File: src/assert_macros.svh
// Assertion macros shared by the link supervisor modules.
`ifndef ASSERT_MACROS_SVH
`define ASSERT_MACROS_SVH
`ifndef ASSERT_OFF
// Check a property on every rising clock edge outside reset.
`define LSRT_ASSERT(lbl, clk, rst_n, prop) \
  lbl: assert property (@(posedge clk) disable iff (!(rst_n)) (prop)) \
    else $error("assertion failed");
// Check that a condition never holds outside reset.
`define LSRT_NEVER(lbl, clk, rst_n, cond) \
  lbl: assert property (@(posedge clk) disable iff (!(rst_n)) !(cond)) \
    else $error("forbidden condition seen");
`else
`define LSRT_ASSERT(lbl, clk, rst_n, prop)
`define LSRT_NEVER(lbl, clk, rst_n, cond)
`endif
`endif

File: src/lsrt_pkg.sv
// Types and constants shared by the link supervisor modules.
package lsrt_pkg;

  typedef enum logic [2:0] {
    OP_BEGIN     = 3'd0,
    OP_SERVICE   = 3'd1,
    OP_SESS_UP   = 3'd2,
    OP_SESS_DOWN = 3'd3,
    OP_MSG_IN    = 3'd4,
    OP_START     = 3'd5,
    OP_POLL      = 3'd6,
    OP_CLOSE     = 3'd7
  } opcode_e;

  typedef enum logic [2:0] {
    ST_NONE      = 3'd0,
    ST_FAILED    = 3'd1,
    ST_IDLE      = 3'd2,
    ST_PENDING   = 3'd3,
    ST_COMPLETED = 3'd4,
    ST_TIMEOUT   = 3'd5
  } poll_status_e;

  // Configuration register indexes
  localparam logic [2:0] CFG_RESP_TIMEOUT  = 3'd0;
  localparam logic [2:0] CFG_RADIO_TIMEOUT = 3'd1;
  localparam logic [2:0] CFG_RADIO_RETRY   = 3'd2;
  localparam logic [2:0] CFG_SESS_TIMEOUT  = 3'd3;
  localparam logic [2:0] CFG_SESS_RETRY    = 3'd4;

  // Configuration reset values in milliseconds
  localparam logic [31:0] RESP_TIMEOUT_RST  = 32'd5000;
  localparam logic [31:0] RADIO_TIMEOUT_RST = 32'd15000;
  localparam logic [31:0] RADIO_RETRY_RST   = 32'd3000;
  localparam logic [31:0] SESS_TIMEOUT_RST  = 32'd5000;
  localparam logic [31:0] SESS_RETRY_RST    = 32'd3000;

  // Requests from the item decoder to the reconnect logic
  typedef struct packed {
    logic run;       // apply the reconnect rule
    logic clear;     // wipe attempt stamps and pending flags first
    logic sess_set;  // session came up
    logic sess_clr;  // session went down or failed
  } lsrt_sup_ctl_t;

  // Commands issued by the reconnect rule
  typedef struct packed {
    logic radio_begin;
    logic radio_drop;
    logic session_begin;
    logic session_drop;
  } lsrt_cmd_t;

  // Reconnect timing configuration
  typedef struct packed {
    logic [31:0] radio_timeout;
    logic [31:0] radio_retry;
    logic [31:0] sess_timeout;
    logic [31:0] sess_retry;
  } lsrt_timing_t;

endpackage

File: src/link_supervisor_with_request_timeout.sv
// Top level: item decode, request tracking, configuration and result register.
// The block takes one item per clock cycle unless in_stall_o is high and presents its
// result from an output register in the cycle after acceptance; in_stall_o rises
// only while that register holds a result that the receiver stalls. All supervision
// state is updated in the accepting cycle; the response handle of a completed poll is
// read from the message ring memory at the accepting edge and appears with the
// result. The ring memory needs no clearing pass after reset.
`include "assert_macros.svh"
module link_supervisor_with_request_timeout #(
  parameter int RING_DEPTH = 8
) (
  input  logic        clk_i,
  input  logic        rst_ni,
  // configuration write port
  input  logic        cfg_we_i,
  input  logic [2:0]  cfg_idx_i,
  input  logic [31:0] cfg_wdata_i,
  // input channel
  input  logic        in_valid_i,
  output logic        in_stall_o,
  input  logic [2:0]  opcode_i,
  input  logic [31:0] now_ms_i,
  input  logic        radio_up_i,
  input  logic [31:0] message_word_i,
  input  logic [31:0] payload_word_i,
  // output channel
  output logic        out_valid_o,
  input  logic        out_stall_i,
  output logic        radio_begin_o,
  output logic        radio_drop_o,
  output logic        session_begin_o,
  output logic        session_drop_o,
  output logic        send_now_o,
  output logic [31:0] send_word_o,
  output logic        request_accepted_o,
  output logic [2:0]  poll_status_o,
  output logic [31:0] response_word_o,
  output logic        link_up_o
);
  import lsrt_pkg::*;

  // Configuration registers
  logic [31:0]   resp_to_q;
  lsrt_timing_t  timing_q;

  always_ff @(posedge clk_i or negedge rst_ni) begin
    if (!rst_ni) begin
      resp_to_q              <= RESP_TIMEOUT_RST;
      timing_q.radio_timeout <= RADIO_TIMEOUT_RST;
      timing_q.radio_retry   <= RADIO_RETRY_RST;
      timing_q.sess_timeout  <= SESS_TIMEOUT_RST;
      timing_q.sess_retry    <= SESS_RETRY_RST;
    end else if (cfg_we_i) begin
      case (cfg_idx_i)
        CFG_RESP_TIMEOUT:  resp_to_q              <= cfg_wdata_i;
        CFG_RADIO_TIMEOUT: timing_q.radio_timeout <= cfg_wdata_i;
        CFG_RADIO_RETRY:   timing_q.radio_retry   <= cfg_wdata_i;
        CFG_SESS_TIMEOUT:  timing_q.sess_timeout  <= cfg_wdata_i;
        CFG_SESS_RETRY:    timing_q.sess_retry    <= cfg_wdata_i;
        default: ;
      endcase
    end
  end

  // Handshake
  logic out_valid_q;
  logic fire;
  assign in_stall_o = out_valid_q && out_stall_i;
  assign fire       = in_valid_i && !in_stall_o;

  // Request and start state
  logic        started_q, started_d;
  logic        act_q, act_d;
  logic [31:0] req_start_q, req_start_d;

  // Decode reconnect requests
  lsrt_sup_ctl_t ctl;
  always_comb begin
    ctl = '0;
    case (opcode_i)
      OP_BEGIN: begin
        ctl.run   = 1'b1;
        ctl.clear = 1'b1;
      end
      OP_SERVICE, OP_START, OP_POLL: ctl.run = started_q;
      OP_SESS_UP:   ctl.sess_set = 1'b1;
      OP_SESS_DOWN: ctl.sess_clr = 1'b1;
      default: ;
    endcase
    if (!fire) begin
      ctl = '0;
    end
  end

  lsrt_cmd_t cmd;
  logic      conn_d;
  logic      link_d;

  lsrt_supervisor u_sup (
    .clk_i      (clk_i),
    .rst_ni     (rst_ni),
    .ctl_i      (ctl),
    .timing_i   (timing_q),
    .now_ms_i   (now_ms_i),
    .radio_up_i (radio_up_i),
    .cmd_o      (cmd),
    .conn_d_o   (conn_d)
  );

  assign link_d = radio_up_i && conn_d;

  // Ring access
  logic        push, pop, clr, nonempty;
  logic [31:0] ring_rdata;

  lsrt_ring #(
    .RING_DEPTH (RING_DEPTH)
  ) u_ring (
    .clk_i      (clk_i),
    .rst_ni     (rst_ni),
    .push_i     (push),
    .pop_i      (pop),
    .clr_i      (clr),
    .wdata_i    (message_word_i),
    .nonempty_o (nonempty),
    .rdata_o    (ring_rdata)
  );

  // Request tracking and result fields
  poll_status_e status;
  logic         accepted;
  logic         resp_timed_out;

  assign resp_timed_out = (now_ms_i - req_start_q) >= resp_to_q;

  always_comb begin
    started_d   = started_q;
    act_d       = act_q;
    req_start_d = req_start_q;
    status      = ST_NONE;
    accepted    = 1'b0;
    push        = 1'b0;
    pop         = 1'b0;
    clr         = 1'b0;
    case (opcode_i)
      OP_BEGIN:  started_d = 1'b1;
      OP_MSG_IN: push = fire;
      OP_START: begin
        if (started_q && link_d && !act_q) begin
          accepted    = 1'b1;
          act_d       = 1'b1;
          req_start_d = now_ms_i;
        end
      end
      OP_POLL: begin
        if (!started_q) begin
          status = ST_FAILED;
        end else if (!act_q) begin
          status = ST_IDLE;
        end else if (!link_d) begin
          act_d  = 1'b0;
          status = ST_FAILED;
        end else if (nonempty) begin
          pop         = fire;
          act_d       = 1'b0;
          req_start_d = '0;
          status      = ST_COMPLETED;
        end else if (resp_timed_out) begin
          act_d       = 1'b0;
          req_start_d = '0;
          status      = ST_TIMEOUT;
        end else begin
          status = ST_PENDING;
        end
      end
      OP_CLOSE: begin
        act_d       = 1'b0;
        req_start_d = '0;
        clr         = fire;
      end
      default: ;
    endcase
  end

  always_ff @(posedge clk_i or negedge rst_ni) begin
    if (!rst_ni) begin
      started_q   <= 1'b0;
      act_q       <= 1'b0;
      req_start_q <= '0;
    end else if (fire) begin
      started_q   <= started_d;
      act_q       <= act_d;
      req_start_q <= req_start_d;
    end
  end

  // Result register
  lsrt_cmd_t    cmd_q;
  logic         send_q, accepted_q, link_q, resp_sel_q;
  logic [31:0]  send_word_q;
  poll_status_e status_q;

  always_ff @(posedge clk_i or negedge rst_ni) begin
    if (!rst_ni) begin
      out_valid_q <= 1'b0;
    end else if (fire) begin
      out_valid_q <= 1'b1;
    end else if (!out_stall_i) begin
      out_valid_q <= 1'b0;
    end
  end

  always_ff @(posedge clk_i) begin
    if (fire) begin
      cmd_q       <= cmd;
      send_q      <= accepted;
      send_word_q <= accepted ? payload_word_i : '0;
      accepted_q  <= accepted;
      status_q    <= status;
      resp_sel_q  <= (status == ST_COMPLETED);
      link_q      <= link_d;
    end
  end

  assign out_valid_o        = out_valid_q;
  assign radio_begin_o      = cmd_q.radio_begin;
  assign radio_drop_o       = cmd_q.radio_drop;
  assign session_begin_o    = cmd_q.session_begin;
  assign session_drop_o     = cmd_q.session_drop;
  assign send_now_o         = send_q;
  assign send_word_o        = send_word_q;
  assign request_accepted_o = accepted_q;
  assign poll_status_o      = status_q;
  assign response_word_o    = resp_sel_q ? ring_rdata : '0;
  assign link_up_o          = link_q;

  `LSRT_NEVER(a_radio_session_begin, clk_i, rst_ni, fire && cmd.radio_begin && cmd.session_begin)
  `LSRT_ASSERT(a_accept_sets_active, clk_i, rst_ni, (fire && accepted) |=> act_q)
  `LSRT_ASSERT(a_stall_holds_result, clk_i, rst_ni, in_stall_o |=> out_valid_q)

endmodule

File: src/lsrt_ring.sv
// Message handle ring: pointer logic around a synchronous single-port-read memory.
`include "assert_macros.svh"
module lsrt_ring #(
  parameter int RING_DEPTH = 8
) (
  input  logic        clk_i,
  input  logic        rst_ni,
  input  logic        push_i,
  input  logic        pop_i,
  input  logic        clr_i,
  input  logic [31:0] wdata_i,
  output logic        nonempty_o,
  output logic [31:0] rdata_o
);
  import lsrt_pkg::*;

  localparam int PtrW = (RING_DEPTH > 1) ? $clog2(RING_DEPTH) : 1;
  localparam int CntW = $clog2(RING_DEPTH + 1);
  localparam logic [PtrW-1:0] LastPtr = PtrW'(RING_DEPTH - 1);
  localparam logic [CntW-1:0] FullCnt = CntW'(RING_DEPTH);

  logic [31:0]     mem_q [RING_DEPTH];
  logic [31:0]     rdata_q;
  logic [PtrW-1:0] head_q, head_d, tail_q, tail_d;
  logic [CntW-1:0] count_q, count_d;
  logic            full;

  function automatic logic [PtrW-1:0] wrap_inc(input logic [PtrW-1:0] p);
    return (p == LastPtr) ? '0 : p + 1'b1;
  endfunction

  assign full       = (count_q == FullCnt);
  assign nonempty_o = (count_q != '0);
  assign rdata_o    = rdata_q;

  // Advance pointers; a push into a full ring drops the oldest entry
  always_comb begin
    head_d  = head_q;
    tail_d  = tail_q;
    count_d = count_q;
    if (clr_i) begin
      head_d  = '0;
      tail_d  = '0;
      count_d = '0;
    end else if (push_i) begin
      tail_d = wrap_inc(tail_q);
      if (full) begin
        head_d = wrap_inc(head_q);
      end else begin
        count_d = count_q + 1'b1;
      end
    end else if (pop_i) begin
      head_d  = wrap_inc(head_q);
      count_d = count_q - 1'b1;
    end
  end

  always_ff @(posedge clk_i or negedge rst_ni) begin
    if (!rst_ni) begin
      head_q  <= '0;
      tail_q  <= '0;
      count_q <= '0;
    end else begin
      head_q  <= head_d;
      tail_q  <= tail_d;
      count_q <= count_d;
    end
  end

  // Write the tail entry on push
  always_ff @(posedge clk_i) begin
    if (push_i) begin
      mem_q[tail_q] <= wdata_i;
    end
  end

  // Read the head entry on pop; data holds until the next pop
  always_ff @(posedge clk_i) begin
    if (pop_i) begin
      rdata_q <= mem_q[head_q];
    end
  end

  `LSRT_NEVER(a_count_bound, clk_i, rst_ni, count_q > FullCnt)
  `LSRT_NEVER(a_pop_empty, clk_i, rst_ni, pop_i && !clr_i && count_q == '0)
  `LSRT_ASSERT(a_push_fills, clk_i, rst_ni, (push_i && !clr_i) |=> (count_q != '0))

endmodule

File: src/lsrt_supervisor.sv
// Reconnect rule: attempt stamps, pending flags and session state.
module lsrt_supervisor (
  input  logic                  clk_i,
  input  logic                  rst_ni,
  input  lsrt_pkg::lsrt_sup_ctl_t ctl_i,
  input  lsrt_pkg::lsrt_timing_t  timing_i,
  input  logic [31:0]           now_ms_i,
  input  logic                  radio_up_i,
  output lsrt_pkg::lsrt_cmd_t     cmd_o,
  output logic                  conn_d_o
);
  import lsrt_pkg::*;

  logic        conn_q, conn_d;
  logic        rpend_q, rpend_d, spend_q, spend_d;
  logic [31:0] last_r_q, last_r_d, start_r_q, start_r_d;
  logic [31:0] last_s_q, last_s_d, start_s_q, start_s_d;
  logic        rpend, spend;
  logic [31:0] last_r, start_r, last_s, start_s;
  logic        r_wait, r_retry, s_wait, s_retry;
  lsrt_cmd_t   cmd;

  // Begin wipes stamps and pending flags before the rule looks at them
  assign rpend   = ctl_i.clear ? 1'b0 : rpend_q;
  assign spend   = ctl_i.clear ? 1'b0 : spend_q;
  assign last_r  = ctl_i.clear ? '0 : last_r_q;
  assign start_r = ctl_i.clear ? '0 : start_r_q;
  assign last_s  = ctl_i.clear ? '0 : last_s_q;
  assign start_s = ctl_i.clear ? '0 : start_s_q;

  // Elapsed-time compares, modulo 2^32
  assign r_wait  = (now_ms_i - start_r) < timing_i.radio_timeout;
  assign r_retry = (now_ms_i - last_r) >= timing_i.radio_retry;
  assign s_wait  = (now_ms_i - start_s) < timing_i.sess_timeout;
  assign s_retry = (now_ms_i - last_s) >= timing_i.sess_retry;

  always_comb begin
    cmd       = '0;
    conn_d    = conn_q;
    rpend_d   = rpend;
    spend_d   = spend;
    last_r_d  = last_r;
    start_r_d = start_r;
    last_s_d  = last_s;
    start_s_d = start_s;
    if (ctl_i.sess_set) begin
      conn_d  = 1'b1;
      spend_d = 1'b0;
    end else if (ctl_i.sess_clr) begin
      conn_d  = 1'b0;
      spend_d = 1'b0;
    end else if (ctl_i.run) begin
      if (!radio_up_i) begin
        // Radio down: drop the session, then time out or retry the radio
        conn_d           = 1'b0;
        spend_d          = 1'b0;
        cmd.session_drop = 1'b1;
        if (!(rpend && r_wait)) begin
          if (rpend) begin
            cmd.radio_drop = 1'b1;
            rpend_d        = 1'b0;
          end
          if (r_retry) begin
            cmd.radio_begin = 1'b1;
            last_r_d        = now_ms_i;
            start_r_d       = now_ms_i;
            rpend_d         = 1'b1;
          end
        end
      end else begin
        // Radio up: time out or retry the session unless connected
        rpend_d = 1'b0;
        if (!conn_q && !(spend && s_wait)) begin
          if (spend) begin
            cmd.session_drop = 1'b1;
            spend_d          = 1'b0;
          end
          if (s_retry) begin
            cmd.session_drop  = 1'b1;
            cmd.session_begin = 1'b1;
            last_s_d          = now_ms_i;
            start_s_d         = now_ms_i;
            spend_d           = 1'b1;
          end
        end
      end
    end
  end

  assign cmd_o    = cmd;
  assign conn_d_o = conn_d;

  always_ff @(posedge clk_i or negedge rst_ni) begin
    if (!rst_ni) begin
      conn_q    <= 1'b0;
      rpend_q   <= 1'b0;
      spend_q   <= 1'b0;
      last_r_q  <= '0;
      start_r_q <= '0;
      last_s_q  <= '0;
      start_s_q <= '0;
    end else begin
      conn_q    <= conn_d;
      rpend_q   <= rpend_d;
      spend_q   <= spend_d;
      last_r_q  <= last_r_d;
      start_r_q <= start_r_d;
      last_s_q  <= last_s_d;
      start_s_q <= start_s_d;
    end
  end

endmodule

File: config.mk
export PLATFORM = sky130hd
export DESIGN_NAME = link_supervisor_with_request_timeout
export DESIGN_NICKNAME = d
export VERILOG_FILES = /design/src/lsrt_pkg.sv /design/src/link_supervisor_with_request_timeout.sv /design/src/lsrt_ring.sv /design/src/lsrt_supervisor.sv
export VERILOG_INCLUDE_DIRS = /design/src /design/src/src
export SDC_FILE = /design/constraint.sdc
export NUM_CORES = 1
export LEC_CHECK = 0
export BUFFER_PORTS_ARGS = -buffer_cell sky130_fd_sc_hd__buf_2
export CORE_UTILIZATION = 56
export CTS_CLUSTER_DIAMETER = 150
export DETAILED_ROUTE_END_ITERATION = 7
export PLACE_DENSITY = 0.74
export SYNTH_ARGS = -nofsm -noshare
export SYNTH_HDL_FRONTEND = slang
export SYNTH_HIERARCHICAL = 1
export SYNTH_SLANG_ARGS = --single-unit
File: constraint.sdc
create_clock -name clk_i -period 9.7 [get_ports clk_i]
set_input_delay 0.97 -clock clk_i [delete_from_list [all_inputs] [get_ports clk_i]]
set_output_delay 0.97 -clock clk_i [all_outputs]
set_load 0.005 [all_outputs]
==> results of run 1 <==
==> worst reg2reg max path, stage by stage, from the launching register on <==
cell and delay [ps]:
dfrtp_1 390, nand2_1 160, nand2_1 160, nor4_2 260, buf_12 380, nand2b_1 410
ha_1 320, a2111oi_2 600, a2111oi_0 240, buf_4 210, o41ai_2 400, o21ai_1 250
o21ai_2 260, a21oi_1 100, o31ai_1 280, ha_1 330, a211o_1 310, a2111oi_0 380
or3b_1 200, o211ai_1 110, a21oi_1 450, nor4_2 140, buf_12 230, mux2_2 540
==> how the worst max path moves through the flow <==
stage                 from                  to  slack [ps]  cells past startpoint
3_3_place_gp   out_stall_i  u_sup/start_s_q[0]        2160                     25
5_1_grt        out_stall_i   u_sup/last_s_q[0]        2300                     25
6_report       out_stall_i  u_sup/start_s_q[0]        2440                     24
3_5_place_dp   out_stall_i  u_sup/start_s_q[0]        2070                     25
2_1_floorplan  opcode_i[2]   u_sup/last_r_q[0]        3460                     24
4_1_cts        out_stall_i  u_sup/start_s_q[0]        2670                     25
==> area by class of cell <==
type	instances	area, sq um
Multi-Input combinational cell	2233	18500
Tap cell	873	1090
Clock inverter	45	662
Inverter	278	1040
Timing Repair Buffer	244	1370
Antenna cell	3	7.51
Clock buffer	95	1970
Fill cell	5284	24500
Sequential cell	666	18400
==> cell families after synthesis <==
| logic type | count (synthesis) | share of synthesized area [%] |
|---|---|---|
| xor gates and xnor gates | 128 | 2.92 |
| buffers and inverters | 383 | 4.20 |
| DFF | 666 | 47.9 |
| and+or+nand+nor | 743 | 10.3 |
| adders and majority gates | 328 | 10.8 |
| AOI/OAI and AO/OA | 674 | 11.8 |
| muxes | 360 | 12.1 |
==> power groups by stage <==
stage | registers (uW) | clock network (uW) | logic (uW)
finish | 3590 | 3010 | 4600
global route | 3640 | 3170 | 5140
CTS | 3590 | 3070 | 4570
detailed placement | 3640 | 0 | 4520
global placement | 3630 | 0 | 4430
floorplan | 3570 | 0 | 3530
==> cell usage in the layout (no fill, tap or decap), types with 105 or more instances in the layout <==
master	synthesis	layout
dfrtp_1	305	302
a21oi_1	169	169
o21ai_0	132	132
nand2b_1	161	161
nor2_1	120	112
mux2_2	168	168
nand2_1	161	161
ha_1	322	322
buf_2	7	214
edfxtp_1	330	330
inv_1	278	277
a21o_1	105	105
mux2i_1	126	126
==> stage by stage <==
stage,setup slack [ps],std cells,utilization [%],instance area (sq um)
after global routing,2300,4437,63.7,43000
after global placement,2160,4294,59.8,40400
final,2440,4437,63.7,43000
after CTS,2670,4434,63.7,43000
after floorplan,3460,3282,-,38300
after detailed placement,2070,4294,59.8,40400
==> metal layers <==
metal,wire (um),up-vias,track usage [%]
met5,71,-,0
met4,3480,12,9.99
met3,4970,207,4.66
met2,43300,714,43.6
met1,41000,12900,36.2
li1,-,12423,-
==> state kept, by name, summed over array words and instances (netlist names), 3 cells and up <==
signal           count
poll_status_o        3
req_start_q         32
resp_to_q           32
send_word_o         32
timing_q           128
u_ring/count_q       4
u_ring/head_q        3
u_ring/mem_q       256
u_ring/rdata_o      32
u_ring/tail_q        3
u_sup/last_r_q      32
u_sup/last_s_q      32
u_sup/start_r_q     32
u_sup/start_s_q     32
==> flow_summary.json, run 1 <==
{
  "cts_htree_levels": 3,
  "r2r_start": "out_valid_o",
  "synth_ff_type": "edfxtp_1",
  "synth_top_area_cell": "edfxtp_1",
  "drt-total-wl_um": 92800,
  "post_cts_buffers": 0,
  "cp.arrival_ps": 7770,
  "pwr-share-clk_pct": 26.9,
  "grt_pass1_wl_um": 146000,
  "endpoint_kind": "register",
  "cts.path.max_buffers": 3,
  "yosysSeqAreaShare_pct": 47.9,
  "fin_crit_ps": 7260,
  "timing.rr.end": "u_sup/start_s_q[0]",
  "cts_sinks": 666,
  "worstPathCellList": "buf_2 -> nand2_1 -> nand2_1 -> nor4_2 -> buf_12 -> nand2b_1 -> ha_1 -> a2111oi_2 -> a2111oi_0 -> buf_4 -> o41ai_2 -> o21ai_1 -> o21ai_2 -> a21oi_1 -> o31ai_1 -> ha_1 -> a211o_1 -> a2111oi_0 -> or3b_1 -> o211ai_1 -> a21oi_1 -> nor4_2 -> buf_12 -> mux2_2",
  "die_h_um": 264,
  "vias": 26256,
  "cap_viol_max_count": 0,
  "reg2reg_slack_ps": 2480,
  "crit_type": "input pin to register",
  "ys_ff_latch": 666,
  "gr-total-overflow": 0,
  "root_buffer": "clkbuf_16",
  "yosys-top-cells-count": "330 x edfxtp_1, 322 x ha_1, 305 x dfrtp_1",
  "ios": 216,
  "internal_power_uw": 7250,
  "hold_buffers": 0,
  "fin_skew_ps": 40.3,
  "portBuffers": 215,
  "routabilityCongestion": 0.936,
  "p_sw_share_pct": 35.2,
  "vias_per_cell": 5.92,
  "netlist_area_sq_mm": 0.0383,
  "worstSetupStartpointType": "input pin",
  "critPathRequiredTime_ps": 10210,
  "avgRoutedWirePerCell_um": 20.9,
  "grt_max_degree": 158,
  "synth_most_common_cell": "edfxtp_1",
  "setup_violations": 0,
  "relSlewSlack_pct": 31.3,
  "start_util_pct": 56.8,
  "cts_tree": "yes",
  "cts_resized": 0,
  "reg2reg_depth": 23,
  "ir_drop_v": 0.000180,
  "drive_above_1_share_pct": 18.9,
  "crit_family": "compound AO/OA/AOI/OAI gates",
  "coreArea_sq_mm": 0.0675,
  "p_leak_uw": 0.0181,
  "slew_violations": 0,
  "cts.clk_slew.worst_paths_ps": 60,
  "clock.fmax_mhz": 138,
  "setup_tns_ps": 0,
  "clock_latency_ps": 660,
  "totalPowerFinal_uw": 11200,
  "ys_warn_count": 6,
  "status": "finished clean",
  "synth.distinct_cells": 96,
  "hold_slack_ps": 431,
  "synth.area.top_cells": "edfxtp_1 26%, dfrtp_1 20%, ha_1 11%, mux2_2 4.9%, mux4_2 3.6%",
  "drcViolationCount": 0,
  "synth_edf_count": 330,
  "grt_usage_pct": 26.9,
  "rsz0062_at_grt": "false",
  "drtPass1Iterations": 5,
  "netlist.area_leader.share_pct": 25.8,
  "ant_nets": 0,
  "pwr-share-comb_pct": 41.1,
  "power.density_mw_per_mm2": 260,
  "tightest_slew_ps": 1030,
  "slowest_stage": "a2111oi_2",
  "syn_nets": 3750,
  "die_area_sq_mm": 0.0695,
  "synth_cells": 3282,
  "syn_to_final_growth_pct": 12.2,
  "holdCritPathClass": "input pin to asynchronous set/reset pin",
  "cpPeakStageDelay_ps": 600,
  "drt_first_iter_violations": 1843,
  "dpl.hpwl_um": 64800,
  "critPathBufInv": 4,
  "cts_buffers": 75,
  "path_max_fanout": 132,
  "seqPwrFrac_pct": 32.0,
  "antenna_found_initial": 9,
  "syn_area_per_cell_sq_um": 11.7,
  "fin_nets": 3966,
  "grt_pass1_vias": 26600,
  "fin_crit_sh_pct": 74.9,
  "p_sw_uw": 3950,
  "fp-row-count": 95,
  "finalHoldViolCount": 0,
  "ys_async_sr_fraction_pct": 50.5,
  "dieWidth_um": 264
}
Note: power is estimated with default switching activity, not from simulation.
==> run 2, diff against run 1 <==
--- a/config.mk
+++ b/config.mk
@@ -6,6 +6,7 @@
 export SDC_FILE = /design/constraint.sdc
 export NUM_CORES = 1
 export LEC_CHECK = 0
+export ABC_AREA = 1
 export BUFFER_PORTS_ARGS = -buffer_cell sky130_fd_sc_hd__buf_2
 export CORE_UTILIZATION = 56
 export CTS_CLUSTER_DIAMETER = 150
==> constraint.sdc (replaced) <==
create_clock -name clk_i -period 6.9 [get_ports clk_i]
set_input_delay 0.69 -clock clk_i [delete_from_list [all_inputs] [get_ports clk_i]]
set_output_delay 0.69 -clock clk_i [all_outputs]
set_load 0.005 [all_outputs]
==> run 2 against run 1 <==
Count of clock-buffer cells in the layout increased by 5; cell area increased by 2.6%; global-route usage increased by 4.9 points; clock power increased by 32%; combinational power increased by 87%; sequential power increased by 44%; clock skew increased by 0.79 ps; area after synthesis increased by 3.8%; sequential share of layout area decreased by 1.1 points; largest cell class is now registers; largest power group unchanged.
==> flow_summary.json, run 2 <==
{
  "vias_per_cell": 5.58,
  "critPathRequiredTime_ps": 7460,
  "coreArea_sq_mm": 0.0701,
  "setup_tns_ps": 0,
  "grt_max_degree": 122,
  "endpoint_kind": "register",
  "cts_sinks": 666,
  "setup_violations": 0,
  "relSlewSlack_pct": 21.9,
  "fin_area_sq_mm": 0.0441,
  "worstSetupStartpointType": "register",
  "syn_nets": 5267,
  "placed_cells": 5853,
  "status": "finished clean",
  "yosys-top-cells-count": "1154 x nand2_1, 643 x inv_1, 531 x o21ai_0",
  "dpl.hpwl_um": 81900,
  "cts_resized": 0,
  "cpPeakStageDelay_ps": 450,
  "cts_buffers": 73,
  "finalHoldViolCount": 0,
  "ios": 216,
  "netlist.area_leader.share_pct": 24.9,
  "holdCritPathClass": "input pin to asynchronous set/reset pin",
  "p_sw_uw": 7510,
  "drtPass1Iterations": 6,
  "synth_ff_type": "edfxtp_1",
  "ys_ff_latch": 666,
  "ys_warn_count": 6,
  "start_util_pct": 56.7,
  "seqPwrFrac_pct": 29.1,
  "p_leak_uw": 0.0209,
  "die_h_um": 269,
  "grt_usage_pct": 31.8,
  "synth_cells": 4799,
  "synth.distinct_cells": 52,
  "antenna_found_initial": 12,
  "post_cts_buffers": 0,
  "cp.arrival_ps": 6600,
  "ir_drop_v": 0.000206,
  "largest-register": "u_ring/mem_q",
  "rsz0062_at_grt": "false",
  "fin_crit_ps": 6040,
  "fp-row-count": 97,
  "fin_nets": 5456,
  "syn_to_final_growth_pct": 10.9,
  "root_buffer": "clkbuf_16",
  "final_cell_mix": "1153 x nand2_1, 641 x inv_1, 531 x o21ai_0, 499 x nor2_1, 330 x edfxtp_1",
  "yosysSeqAreaShare_pct": 46.1,
  "die_area_sq_mm": 0.0721,
  "routabilityCongestion": 0.994,
  "hold_buffers": 0,
  "grt_pass1_vias": 30935,
  "synth_edf_count": 330,
  "crit_top_cell": "nand2_1",
  "cts_tree": "yes",
  "fin_skew_ps": 41.1,
  "tightest_slew_ps": 1170,
  "finalNonFillerCells": 5985,
  "drcViolationCount": 0,
  "layout_commonest_cell": "nand2_1",
  "netlist_area_sq_mm": 0.0398,
  "fin_crit_sh_pct": 87.6,
  "p_sw_share_pct": 42.4,
  "crit_type": "register to register",
  "syn_area_per_cell_sq_um": 8.29,
  "power.density_mw_per_mm2": 401,
  "vias": 33387,
  "drive_above_1_share_pct": 9.26,
  "path_max_fanout": 66,
  "cts.path.max_buffers": 3,
  "dieWidth_um": 269,
  "pwr-share-comb_pct": 48.5,
  "largest_register_ffs": 256,
  "cts_htree_levels": 3,
  "drt-total-wl_um": 115000,
  "ant_nets": 0,
  "avgRoutedWirePerCell_um": 19.3,
  "reg_top3": "u_ring/mem_q (256), timing_q (128)",
  "slowest_stage": "buf_4",
  "placed_cell_area_sq_mm": 0.0417,
  "clock_latency_ps": 650,
  "portBuffers": 215,
  "grt_pass1_wl_um": 175000,
  "slew_violations": 0,
  "place_ws_ps": 698,
  "cts.clk_slew.worst_paths_ps": 60,
  "synth_top_area_cell": "edfxtp_1",
  "internal_power_uw": 10200,
  "drt_first_iter_violations": 3187,
  "gr-total-overflow": 0,
  "setup_slack_ps": 857,
  "synth.area.top_cells": "edfxtp_1 25%, dfrtp_1 19%, nand2_1 11%, ha_1 10%, o21ai_0 6.7%",
  "cap_viol_max_count": 0,
  "ys_async_sr_fraction_pct": 50.5,
  "pwr-share-clk_pct": 22.4,
  "synth_most_common_cell": "nand2_1",
  "clock.fmax_mhz": 165
}
## run 2: logic make-up after synthesis
family,after synthesis,synth area share [%]
AND/OR/NAND/NOR,1907,19.2
AO/OA/AOI/OAI,981,13.2
buffers and inverters,784,8.03
flip-flops,666,46.1
adder cells (fa/ha/maj),328,10.4
XOR/XNOR,133,2.93
## run 2: power by group through the flow
| stage | Combinational, uW | Sequential, uW | Clock, uW |
|---|---|---|---|
| after floorplan | 6360 | 5120 | 0 |
| after global placement | 8230 | 5210 | 0 |
| after detailed placement | 8400 | 5220 | 0 |
| after CTS | 8480 | 5150 | 4020 |
| after global routing | 9740 | 5220 | 4150 |
| final | 8590 | 5160 | 3960 |
## run 2: final cells by class
class / instances / area [sq um]
inverter: 646 / 2430
fill: 6150 / 26000
clock inverter: 30 / 402
tap: 940 / 1180
antenna: 2 / 5.00
sequential: 666 / 18400
multi-input combinational: 3349 / 18300
timing repair buffer: 252 / 1390
clock buffer: 100 / 2040
## run 2: path summary, 6_finish.rpt
kind,start,to,slack [ps],cells past startpoint
setup / recovery,out_valid_o,u_sup/last_s_q[27],860,29
hold / removal,rst_ni,resp_to_q[1],130,1
setup reg to reg,out_valid_o,u_sup/last_s_q[27],860,29
hold reg to reg,req_start_q[5],req_start_q[5],470,2
max in group asynchronous,rst_ni,u_ring/head_q[0],5090,2
min in group clk_i,message_word_i[3],u_ring/mem_q[7][3],310,1
## run 2: worst max-delay path, delay by kind of cell, from the launching register on
kind	cells	cell delay, ps
XOR/XNOR	1	150
AND/OR/NAND/NOR	17	2600
AO/OA/AOI/OAI	2	460
adder cells (fa/ha/maj)	2	660
buffers and inverters	7	1610
flip-flops	1	350
## run 2: per-layer routing
layer	part of all wire [%]	vias up	global-route usage [%]	wire length (um)
met3	7.7	239	5.21	8890
li1	-	16176	-	-
met4	3.6	6	11.3	4120
met1	43	15739	43.4	49300
met5	0.029	-	0	34
met2	46	1227	51.2	53100
## run 2: metrics by stage
step                      power [uW]  hold WS [ps]  util [%]
final                          17700           127      62.9
after global routing           19100           211      62.9
after CTS                      17700           186      62.9
after detailed placement       13600           458      59.4
after global placement         13400           453      59.4
after floorplan                11500           394         -
